==> config.mk <==
export PLATFORM = sky130hd
export DESIGN_NAME = mcqp_merge
export DESIGN_NICKNAME = d
export VERILOG_FILES = /design/src/hw/rtl/mcqp_pkg.sv /design/src/hw/rtl/mcqp_merge.sv
export SDC_FILE = /design/constraint.sdc
export NUM_CORES = 1
export LEC_CHECK = 0
export BUFFER_PORTS_ARGS = -buffer_cell sky130_fd_sc_hd__buf_4
export CAP_MARGIN = 20
export CORE_MARGIN = 10
export CORE_UTILIZATION = 29
export CTS_CLUSTER_SIZE = 40
export DETAILED_ROUTE_END_ITERATION = 8
export GPL_ROUTABILITY_DRIVEN = 1
export PLACE_DENSITY = 0.85
export SYNTH_ARGS = -nofsm -noshare
export SYNTH_HDL_FRONTEND = slang
export SYNTH_SLANG_ARGS = --single-unit
==> constraint.sdc <==
create_clock -name clk -period 0.8 [get_ports clk]
set_clock_uncertainty 0.05 [all_clocks]
set_input_delay 0.04 -clock clk [delete_from_list [all_inputs] [get_ports clk]]
set_output_delay 0.04 -clock clk [all_outputs]
set_load 0.02 [all_outputs]
==> src/hw/rtl/mcqp_pkg.sv <==
// ----------------------------------------------------------------------------
// mcqp_pkg: shared types and constants for the motor command quantizer
// Register indexes, reset values, code widths and pipeline depths used by the
// lanes, the merge stage and the top level.
// ----------------------------------------------------------------------------
package mcqp_pkg;

  // configuration register indexes
  typedef enum logic [2:0] {
    REG_POS_MIN       = 3'd0,
    REG_POS_MAX       = 3'd1,
    REG_VEL_MIN       = 3'd2,
    REG_VEL_MAX       = 3'd3,
    REG_TORQUE_MIN    = 3'd4,
    REG_TORQUE_MAX    = 3'd5,
    REG_STIFFNESS_MAX = 3'd6,
    REG_DAMPING_MAX   = 3'd7
  } cfg_reg_t;

  // register reset values
  localparam logic signed [31:0] POS_MIN_RST    = -32'sd819200;
  localparam logic signed [31:0] POS_MAX_RST    = 32'sd819200;
  localparam logic signed [31:0] VEL_MIN_RST    = -32'sd1966080;
  localparam logic signed [31:0] VEL_MAX_RST    = 32'sd1966080;
  localparam logic signed [31:0] TORQUE_MIN_RST = -32'sd655360;
  localparam logic signed [31:0] TORQUE_MAX_RST = 32'sd655360;
  localparam logic [30:0]        STIFF_MAX_RST  = 31'd32768000;
  localparam logic [30:0]        DAMP_MAX_RST   = 31'd327680;

  // fixed lower bounds of the gain ranges and the frame id offset
  localparam logic signed [32:0] STIFFNESS_LOW = 33'sd0;
  localparam logic signed [32:0] DAMPING_LOW   = 33'sd0;
  localparam logic [10:0]        MODE_OFFSET   = 11'd0;

  // code widths and full-scale values
  localparam int unsigned POS_BITS = 16;
  localparam int unsigned LOW_BITS = 12;
  localparam logic [15:0] POS_FULL = 16'((64'd1 << POS_BITS) - 64'd1);
  localparam logic [15:0] LOW_FULL = 16'((64'd1 << LOW_BITS) - 64'd1);

  // lane pipeline: clamp stage, multiply stage, one stage per quotient bit
  localparam int unsigned DIV_STEPS = POS_BITS;
  localparam int unsigned LANE_LAT  = 2 + DIV_STEPS;
  // from accepted command to result strobe (merge register included)
  localparam int unsigned TOTAL_LAT = LANE_LAT + 1;

  // the five lane results handed to the merge stage
  typedef struct packed {
    logic [15:0] pos;
    logic [15:0] vel;
    logic [15:0] stiff;
    logic [15:0] damp;
    logic [15:0] torque;
  } codes_t;

endpackage

==> src/hw/rtl/mcqp_merge.sv <==
// ----------------------------------------------------------------------------
// mcqp_merge: result packing stage
// Packs the five lane codes big-endian into the 64-bit payload and registers
// the result word with its frame id and strobe.
// ----------------------------------------------------------------------------
module mcqp_merge (
  input  logic                 clk,
  input  logic                 rst_n,
  input  logic                 vld_i,
  input  logic [10:0]          bus_id_i,
  input  mcqp_pkg::codes_t     codes_i,
  output logic                 out_strobe,
  output logic [10:0]          out_bus_id,
  output logic [63:0]          out_payload
);

  logic        strobe_r;
  logic [10:0] bus_id_r;
  logic [63:0] payload_r, payload_nxt;

  // position 16 bits, then four 12-bit codes
  assign payload_nxt = {codes_i.pos,
                        codes_i.vel[11:0],
                        codes_i.stiff[11:0],
                        codes_i.damp[11:0],
                        codes_i.torque[11:0]};

  // strobe register
  always_ff @(posedge clk) begin
    if (!rst_n) begin
      strobe_r <= 1'b0;
    end else begin
      strobe_r <= vld_i;
    end
  end

  // word register
  always_ff @(posedge clk) begin
    bus_id_r  <= bus_id_i;
    payload_r <= payload_nxt;
  end

  assign out_strobe  = strobe_r;
  assign out_bus_id  = bus_id_r;
  assign out_payload = payload_r;

endmodule

==> impl_results.md <==
* Status: complete, but fails checks
* Failing checks: setup timing
* Post-synth top cells: dfxtp_1 (76), and2_1 (1)
* Yosys warning count at 0
* Post-synth top flop: dfxtp_1
* DIE AREA at 8570 um^2
* Power density over the cells at 2170 nW/um^2
* Largest delay share family, worst path: flip-flops
* Initial antenna violation count at 0
* Worst slew pin tran at 101 ps
* # nets final at 412
* CTS Buf Count at 9
* Share of cells above drive strength 1 at 75.5%
* Initial DRC count at 33
* Core ar. at 5110 um^2
* DIE HEIGHT at 92.6 um
* Vias at 1504
* Final Setup Violations at 76
* Post-Layout Cell Count at 393
* Final worst slack at -77.4 ps
* Cells after Synth at 77
* Grt total ovfl at 0
* Htree depth at 3
* Worst path max stage delay at 340 ps
* Slew HR at 93.2%
* Register bit count reported by yosys at 76
* Pre-CTS setup slack at 261 ps
* WL/cell at 18.5 um
* Min-delay src: codes_i[18]
* Critical setup path kind: reg2out
* DRT Wirelength at 7260 um
* Antenna viol nets, final at 0
* Max Cap Violations at 0
* Area leader, netlist: dfxtp_1
* CTS Root Buffer Type: clkbuf_8
* Synth Cell Area at 1530 um^2
* TNS Setup at -4570 ps
* Diodes inserted at 0
* Distinct cell type count after synthesis at 2
* Dominant cells by area after synthesis: dfxtp_1 (100%), and2_1 (0.41%)
* Hold Crit Endpoint: out_payload[14]
* CP max-delay cell: dfxtp_2
* Worst-path clk slew at 80 ps
* Max VDD drop at 1.23 mV
* FFs w/ async S/R, synth at 0%
* Leakage at 0.00192 uW
* Crit path capture type: output port
* Final Wtd Congestion at 0.742
* Synthesized Nets at 171
* HPWL Detailed at 4220 um
* Post-synth EDFFs at 0
* Sequential area share after synthesis at 99.6%
* I/O Pins at 170
* CP Cell Sequence: buf_6
* Layout area overhead at 173%
* Number of remaining DRC errors at 0
* CP Max Fanout at 1
* RSZ-0062 raised after global routing: yes
* Synth Area per Inst at 19.8 um^2
* Max-slew violations at 0
* Final Hold Fails at 0
* Die width at 92.6 um
* Post-CTS Setup Inserts at 0
* Buf+Inv Stages, Crit Path at 1
* Largest net degree at the start of global routing at 13
* Vias per inst at 3.83
* Worst Path Required at 710 ps
* Count leader, synth: dfxtp_1
* Min-Delay Path Class: in2reg
* CTS tree: built
* Ratio of final minimum period to clock period at 110%
* Initial Utilization at 29.9%
* First-pass GRT wire length at 10900 um
* Hold depth at 2
* Max Fclk at 1140 MHz
* PortBufs at 153
* Dpl cells at 300
* Period minus WS final at 877 ps
* TritonCTS Sinks at 76
* TritonRoute pass-1 iters at 4
* Maximum root-to-sink buffer count at 2
* Synth top area share at 99.6%
* GRT Util Overall at 16.8%
* Worst EP arrival at 790 ps
* Vias in the first global route at 1878
* Site Rows at 26
* Nature of the critical path startpoint: flop
* Hold WS at 297 ps
-- final cells by class --
| class | instances | area (um^2) |
|---|---|---|
| fillers | 280 | 942 |
| clock inverters | 4 | 95.1 |
| well taps | 70 | 87.6 |
| multi-input cells | 1 | 6.26 |
| flip-flops and latches | 76 | 1620 |
| repair buffers | 230 | 2200 |
| clock buffers | 12 | 155 |
-- worst max-delay path by stage --
| stage | endpoint | from | depth (start not counted) |
|---|---|---|---|
| 2_1_floorplan | out_bus_id[0] | out_bus_id[0] | 0 |
| 3_3_place_gp | out_payload[26] | out_payload[26] | 1 |
| 3_5_place_dp | out_payload[0] | out_payload[0] | 1 |
| 4_1_cts | out_bus_id[1] | out_bus_id[1] | 1 |
| 5_1_grt | out_payload[32] | out_payload[32] | 1 |
| 6_report | out_payload[32] | out_payload[32] | 1 |
-- metrics by stage --
stage / total power, uW / util (%) / instance area (um^2)
after floorplan: 4390 / - / 1530
after global placement: 4990 / 54.1 / 2760
after detailed placement: 5010 / 54.1 / 2760
after CTS: 9050 / 81.6 / 4170
after global routing: 9350 / 81.6 / 4170
final: 9030 / 81.6 / 4170
-- per-layer routing --
metal / global-route usage [%] / up-vias / wire [um]
met5: 0 / - / 0
met4: 6.04 / 0 / 55
met3: 8.80 / 4 / 823
met2: 29.5 / 107 / 3730
met1: 16.5 / 676 / 2650
li1: - / 717 / -
-- layout by cell type (no fill, tap or decap) --
master and count:
and2_1 1, buf_4 77, buf_6 76, bufinv_16 3, clkbuf_1 1, clkbuf_8 11
clkinv_2 1, dfxtp_2 76, dlygate4sd3_1 77
-- power by group --
group	leakage [uW]	internal, uW	switching (uW)
registers	0.000642	4030	104
clock network	0.000127	2240	1320
logic	0.00115	846	490
-- registers in the layout (all words and copies together) (netlist names) --
| signal | cells |
|---|---|
| out_payload | 64 |
| out_bus_id | 11 |
| out_strobe | 1 |
-- what timing repair did --
| item | in CTS | in global routing |
|---|---|---|
| hold buffers | 77 | 0 |
| setup endpoints to repair | 76 | 76 |
| gates cloned | 0 | 0 |
| gates resized for setup | 152 | 0 |
| hold endpoints to repair | 76 | 0 |
-- cell families (layout without fill, tap and decap cells) --
kind of cell           count (synthesis)  after routing  synth area share, %
buffers and inverters                  0            246                    0
DFF                                   76             76                 99.6
and+or+nand+nor                        1              1                0.410
(Power assumes the default switching activity.)
