## src/hw/rtl/mcqp_pkg.sv

```systemverilog
// ----------------------------------------------------------------------------
// mcqp_pkg: shared types and constants for the motor command quantizer
// Register indexes, reset values, code widths and pipeline depths used by the
// lanes, the merge stage and the top level.
// ----------------------------------------------------------------------------
package mcqp_pkg;

  // configuration register indexes
  typedef enum logic [2:0] {
    REG_POS_MIN       = 3'd0,
    REG_POS_MAX       = 3'd1,
    REG_VEL_MIN       = 3'd2,
    REG_VEL_MAX       = 3'd3,
    REG_TORQUE_MIN    = 3'd4,
    REG_TORQUE_MAX    = 3'd5,
    REG_STIFFNESS_MAX = 3'd6,
    REG_DAMPING_MAX   = 3'd7
  } cfg_reg_t;

  // register reset values
  localparam logic signed [31:0] POS_MIN_RST    = -32'sd819200;
  localparam logic signed [31:0] POS_MAX_RST    = 32'sd819200;
  localparam logic signed [31:0] VEL_MIN_RST    = -32'sd1966080;
  localparam logic signed [31:0] VEL_MAX_RST    = 32'sd1966080;
  localparam logic signed [31:0] TORQUE_MIN_RST = -32'sd655360;
  localparam logic signed [31:0] TORQUE_MAX_RST = 32'sd655360;
  localparam logic [30:0]        STIFF_MAX_RST  = 31'd32768000;
  localparam logic [30:0]        DAMP_MAX_RST   = 31'd327680;

  // fixed lower bounds of the gain ranges and the frame id offset
  localparam logic signed [32:0] STIFFNESS_LOW = 33'sd0;
  localparam logic signed [32:0] DAMPING_LOW   = 33'sd0;
  localparam logic [10:0]        MODE_OFFSET   = 11'd0;

  // code widths and full-scale values
  localparam int unsigned POS_BITS = 16;
  localparam int unsigned LOW_BITS = 12;
  localparam logic [15:0] POS_FULL = 16'((64'd1 << POS_BITS) - 64'd1);
  localparam logic [15:0] LOW_FULL = 16'((64'd1 << LOW_BITS) - 64'd1);

  // lane pipeline: clamp stage, multiply stage, one stage per quotient bit
  localparam int unsigned DIV_STEPS = POS_BITS;
  localparam int unsigned LANE_LAT  = 2 + DIV_STEPS;
  // from accepted command to result strobe (merge register included)
  localparam int unsigned TOTAL_LAT = LANE_LAT + 1;

  // the five lane results handed to the merge stage
  typedef struct packed {
    logic [15:0] pos;
    logic [15:0] vel;
    logic [15:0] stiff;
    logic [15:0] damp;
    logic [15:0] torque;
  } codes_t;

endpackage

```

## src/hw/rtl/mcqp_lane.sv

```systemverilog
// ----------------------------------------------------------------------------
// mcqp_lane: one quantizer lane
// Clamps a signed value to [lo, hi], scales it by the full-scale code and
// divides by the range width in a pipelined restoring divider, one quotient
// bit per stage. An empty or inverted range gives code zero.
// ----------------------------------------------------------------------------
module mcqp_lane (
  input  logic                clk,
  input  logic signed [31:0]  x_i,
  input  logic signed [32:0]  lo_i,
  input  logic signed [32:0]  hi_i,
  input  logic        [15:0]  full_i,
  output logic        [15:0]  code_o
);

  localparam int unsigned NS = mcqp_pkg::DIV_STEPS;

  // clamp stage signals
  logic signed [32:0] x_ext;
  logic signed [32:0] x_clamp;
  logic signed [32:0] num_diff;
  logic signed [32:0] den_diff;
  logic               range_bad;
  logic        [31:0] num_nxt, num_r;
  logic        [31:0] den_nxt, den1_r;

  // multiply stage
  logic        [47:0] prod_nxt;

  // divider stage registers
  logic [31:0] rem_r [0:NS-1];
  logic [15:0] low_r [0:NS-1];
  logic [31:0] den_r [0:NS-1];
  logic [15:0] q_r   [1:NS];

  // clamp to range, form numerator and divisor
  always_comb begin
    x_ext     = {x_i[31], x_i};
    range_bad = (hi_i <= lo_i);
    if (x_ext < lo_i) begin
      x_clamp = lo_i;
    end else if (x_ext > hi_i) begin
      x_clamp = hi_i;
    end else begin
      x_clamp = x_ext;
    end
    num_diff = x_clamp - lo_i;
    den_diff = hi_i - lo_i;
    if (range_bad) begin
      num_nxt = 32'd0;
      den_nxt = 32'd1;
    end else begin
      num_nxt = num_diff[31:0];
      den_nxt = den_diff[31:0];
    end
  end

  always_ff @(posedge clk) begin
    num_r  <= num_nxt;
    den1_r <= den_nxt;
  end

  // scale by full-scale code
  assign prod_nxt = num_r * full_i;

  always_ff @(posedge clk) begin
    rem_r[0] <= prod_nxt[47:16];
    low_r[0] <= prod_nxt[15:0];
    den_r[0] <= den1_r;
  end

  // restoring divider, one quotient bit per stage
  for (genvar i = 0; i < NS; i++) begin : g_div
    logic [32:0] trial;
    logic        take;
    logic [15:0] q_prev;

    always_comb begin
      trial = {rem_r[i], low_r[i][15]};
      take  = (trial >= {1'b0, den_r[i]});
    end

    if (i == 0) begin : g_first
      assign q_prev = 16'd0;
    end else begin : g_rest
      assign q_prev = q_r[i];
    end

    always_ff @(posedge clk) begin
      q_r[i+1] <= {q_prev[14:0], take};
    end

    if (i < NS - 1) begin : g_carry
      always_ff @(posedge clk) begin
        rem_r[i+1] <= take ? 32'(trial - {1'b0, den_r[i]}) : trial[31:0];
        low_r[i+1] <= {low_r[i][14:0], 1'b0};
        den_r[i+1] <= den_r[i];
      end
    end
  end

  assign code_o = q_r[NS];

endmodule

```

## config.mk

```make
export PLATFORM = sky130hd
export DESIGN_NAME = mcqp_lane
export DESIGN_NICKNAME = d
export VERILOG_FILES = /design/src/hw/rtl/mcqp_pkg.sv /design/src/hw/rtl/mcqp_lane.sv
export SDC_FILE = /design/constraint.sdc
export NUM_CORES = 2
export LEC_CHECK = 0
export BUFFER_PORTS_ARGS = -buffer_cell sky130_fd_sc_hd__clkbuf_2
export CORE_MARGIN = 2
export CORE_UTILIZATION = 63
export CTS_CLUSTER_DIAMETER = 100
export DETAILED_ROUTE_END_ITERATION = 8
export PLACE_DENSITY = 0.88
export SLEW_MARGIN = 10
export SYNTH_ARGS = -nofsm -noshare
export SYNTH_HDL_FRONTEND = slang
export SYNTH_SLANG_ARGS = --single-unit
```

## constraint.sdc

```tcl
create_clock -name clk -period 14.5 [get_ports clk]
set_input_delay 2.9 -clock clk [delete_from_list [all_inputs] [get_ports clk]]
set_output_delay 2.9 -clock clk [all_outputs]
set_load 0.1 [all_outputs]
```

==> results.txt <==
----------------------------------------------------
[Clock network]
  CTS Buffer Depth ... 3
  Number of H-tree levels ... 4
  Root buffer cell ... clkbuf_16
  CTS resizes ... 0
  CTS Hold Buffers Added ... 0
  TritonCTS clock tree ... yes
  Skew-Pair Late Insertion Delay ... 780 ps
  Sink count of the clock tree ... 1,360
  Setup Fix Bufs, Post-CTS ... 0
  Register clock-pin slew on the reported worst setup and hold paths ... 60 ps
  Cts bufs inserted ... 141

[Global route]
  Most used routing layer ... met2
  Via count of the first global-routing pass ... 64,300
  Antenna violations before repair ... 6
  Global-route met2 utilization ... 54.5%
  Global route total overflow ... 0
  Met3 Use GR ... 5.34%
  Largest net degree at the start of global routing ... 64
  Wire length of the first global-routing pass ... 325,000 µm
  Met1 Usage GRT ... 35.6%
  Combined global-route utilization of all metal layers ... 30.9%

[Finish]
  Layout-stage area growth over the synthesis result ... 8.74%
  Most common library cell in the layout ignoring fill and taps ... dfxtp_1
  Layout cell share with drive strength beyond 1 ... 6.51%
  Most frequent cells in the layout ... dfxtp_1 (1,360), inv_1 (1,188), ha_1 (761), nand2_1 (730), a21oi_1 (640)
  Total number of nets in the final design ... 10,200

[Worst hold path]
  Hold Path Class ... register to register
  Hold Crit Depth ... 0

[STA]
  Number of pins exceeding their max-slew limit in the final report ... 0
  Number of failing setup endpoints in the final timing report ... 0
  Setup Skew ... 26.9 ps
  Post-route minimum period ... 9390 ps
  Worst slew margin ... 21.7%
  Tightest Pin Transition ... 1180 ps
  Endpoints failing hold ... 0
  Post-route fraction of the period consumed by the critical path ... 64.8%
  RSZ-0062 raised after global routing ... false
  Setup TNS after final layout ... 0 ps
  Maximum clock frequency ... 106 MHz

[Worst setup path]
  Worst path arrival time ... 10,030 ps
  Ordered list of cells on the worst path ... clkbuf_2, nand2_1, fa_1, fa_1, inv_1, fa_1, fa_1, fa_1, inv_1, fa_1, inv_1, ha_1, a211oi_1, o211a_1, nand3_1, a211oi_1, o21ai_1, a21oi_1, o2111ai_1, a21oi_1, o21ai_1, xor2_1
  Library cell contributing the largest single delay on the critical path ... clkbuf_2
  Kind of cell adding the most delay to the critical path ... adder cells
  Worst Path Buf+Inv ... 4
  Crit path capture type ... register
  Crit-path max FO ... 32
  Worst path required time ... 15,140 ps
  Cell type with the highest occurrence count on the critical path ... fa_1
  Stages on worst setup path ... 22
  Slowest cell delay on critical path ... 580 ps
  Startpoint type of the worst setup path ... primary input
  Type of the worst setup path ... primary input to register
  Length in cells of the worst reg-to-reg path ... 22

[Floorplan]
  Initial core utilization ... 63.5%
  Floorplan die height ... 360 µm
  Chip width ... 360 µm
  # rows ... 130
  DIE AREA ... 0.129 mm²
  Core region area ... 0.126 mm²
  Boundary pin count ... 131

[Placement]
  Last weighted congestion value of the routability-driven placer ... 0.972
  Port-buffer cells ... 130
  HPWL after detailed placement ... 153,000 µm

[Synth]
  Mapped Nets ... 10,100
  EDFF count, synth ... 0
  Mean instance size in the synthesized netlist ... 9.06 µm²
  Synthesized flop and latch total ... 1,360
  Top_reg_cell synth ... dfxtp_1
  Number of distinct library cells after synthesis ... 101
  Share of synthesized area occupied by flip-flops and latches ... 34.2%
  Synthesis Warnings ... 0
  Netlist area before placement ... 0.0797 mm²
  Post-Syn Instances ... 8,798
  Share of flip-flops with an asynchronous set or reset after synthesis ... 0%

[Drt]
  Total Wirelength ... 202,000 µm
  Mean number of vias per cell ... 5.90
  Count of unresolved DRC violations after routing ... 0
  Total vias in the final route ... 62,700
  Mean routed wirelength per cell ... 19.0 µm
  1st-iter DRT viols ... 4,770
  Detail Route Antenna Nets ... 0
  First-pass iteration count of the detailed router ... 8

[Outcome]
  Outcome ... completed

[Run]
  Number of max-cap violations ... 0

----------------------------------------------------
logic make-up after synthesis:
logic type	after synthesis	share of synthesized area, %
XOR/XNOR	452	4.97
AND/OR/NAND/NOR	2261	13.6
flip-flops	1360	34.2
adder cells (fa/ha/maj)	1196	22.9
buffers and inverters	1414	6.75
multiplexers	184	2.58
AO/OA/AOI/OAI	1931	15.1
through the flow:
step	setup slack [ps]	hold slack, ps	util (%)	area [µm²]	std cells
after floorplan	5690	310	-	79700	8798
final	5110	305	69.0	86700	10600
after global placement	4620	310	65.1	81800	10400
after detailed placement	4530	312	65.1	81800	10400
after CTS	5330	318	69.0	86700	10600
after global routing	4850	317	69.0	86700	10600
registers in the layout, summed over array words and instances (netlist names):
name    cells
num_r      32
rem_r     512
low_r     136
den1_r     32
q_r       136
den_r     512
path summary, 6_finish.rpt:
path / start / to / slack, ps
worst min register to register: den1_r[3]$_SDFF_PP0_ / den_r[0][3]$_DFF_P_ / 310
worst max register to register: num_r[10]$_SDFF_PP0_ / rem_r[0][30]$_DFF_P_ / 6970
worst max-delay path: full_i[14] / rem_r[0][30]$_DFF_P_ / 5110
worst min-delay path: den1_r[3]$_SDFF_PP0_ / den_r[0][3]$_DFF_P_ / 310
layer usage:
| layer | part of all wire [%] | up-vias |
|---|---|---|
| li1 | - | 29600 |
| met1 | 39 | 30000 |
| met2 | 49 | 2455 |
| met3 | 6.6 | 651 |
| met4 | 5.6 | 2 |
| met5 | 0.0064 | - |
synthesized netlist by cell type (177+ instances only):
| cell type | instances | area [µm²] |
|---|---|---|
| nor2_1 | 565 | 2120 |
| inv_1 | 1188 | 4460 |
| clkbuf_1 | 177 | 664 |
| xnor2_1 | 257 | 2250 |
| ha_1 | 761 | 9520 |
| xor2_1 | 195 | 1710 |
| a21o_1 | 248 | 1860 |
| and2_1 | 227 | 1420 |
| o21ai_0 | 437 | 2190 |
| nand2_1 | 730 | 2740 |
| a21oi_1 | 640 | 3200 |
| fa_1 | 435 | 8710 |
| dfxtp_1 | 1360 | 27200 |
worst reg2reg max path, delay by kind of cell (launching register included):
kind	cells	cell delay, ps
DFF	1	980
AOI/OAI and AO/OA	8	2360
and+or+nand+nor	2	360
buffers and inverters	4	260
adders and majority gates	7	3290
xor gates and xnor gates	1	150
final cells by class:
class	count	area, µm²
sequential	1360	27200
multi-input combinational	6024	47200
antenna	1	2.50
fill	9210	38900
timing repair buffer	154	831
inverter	1193	4480
tap	1650	2060
clock buffer	185	3950
clock inverter	74	947
Power is not shown: default switching activity piles up to over one toggle a cycle in this logic, so the estimate is an artifact.
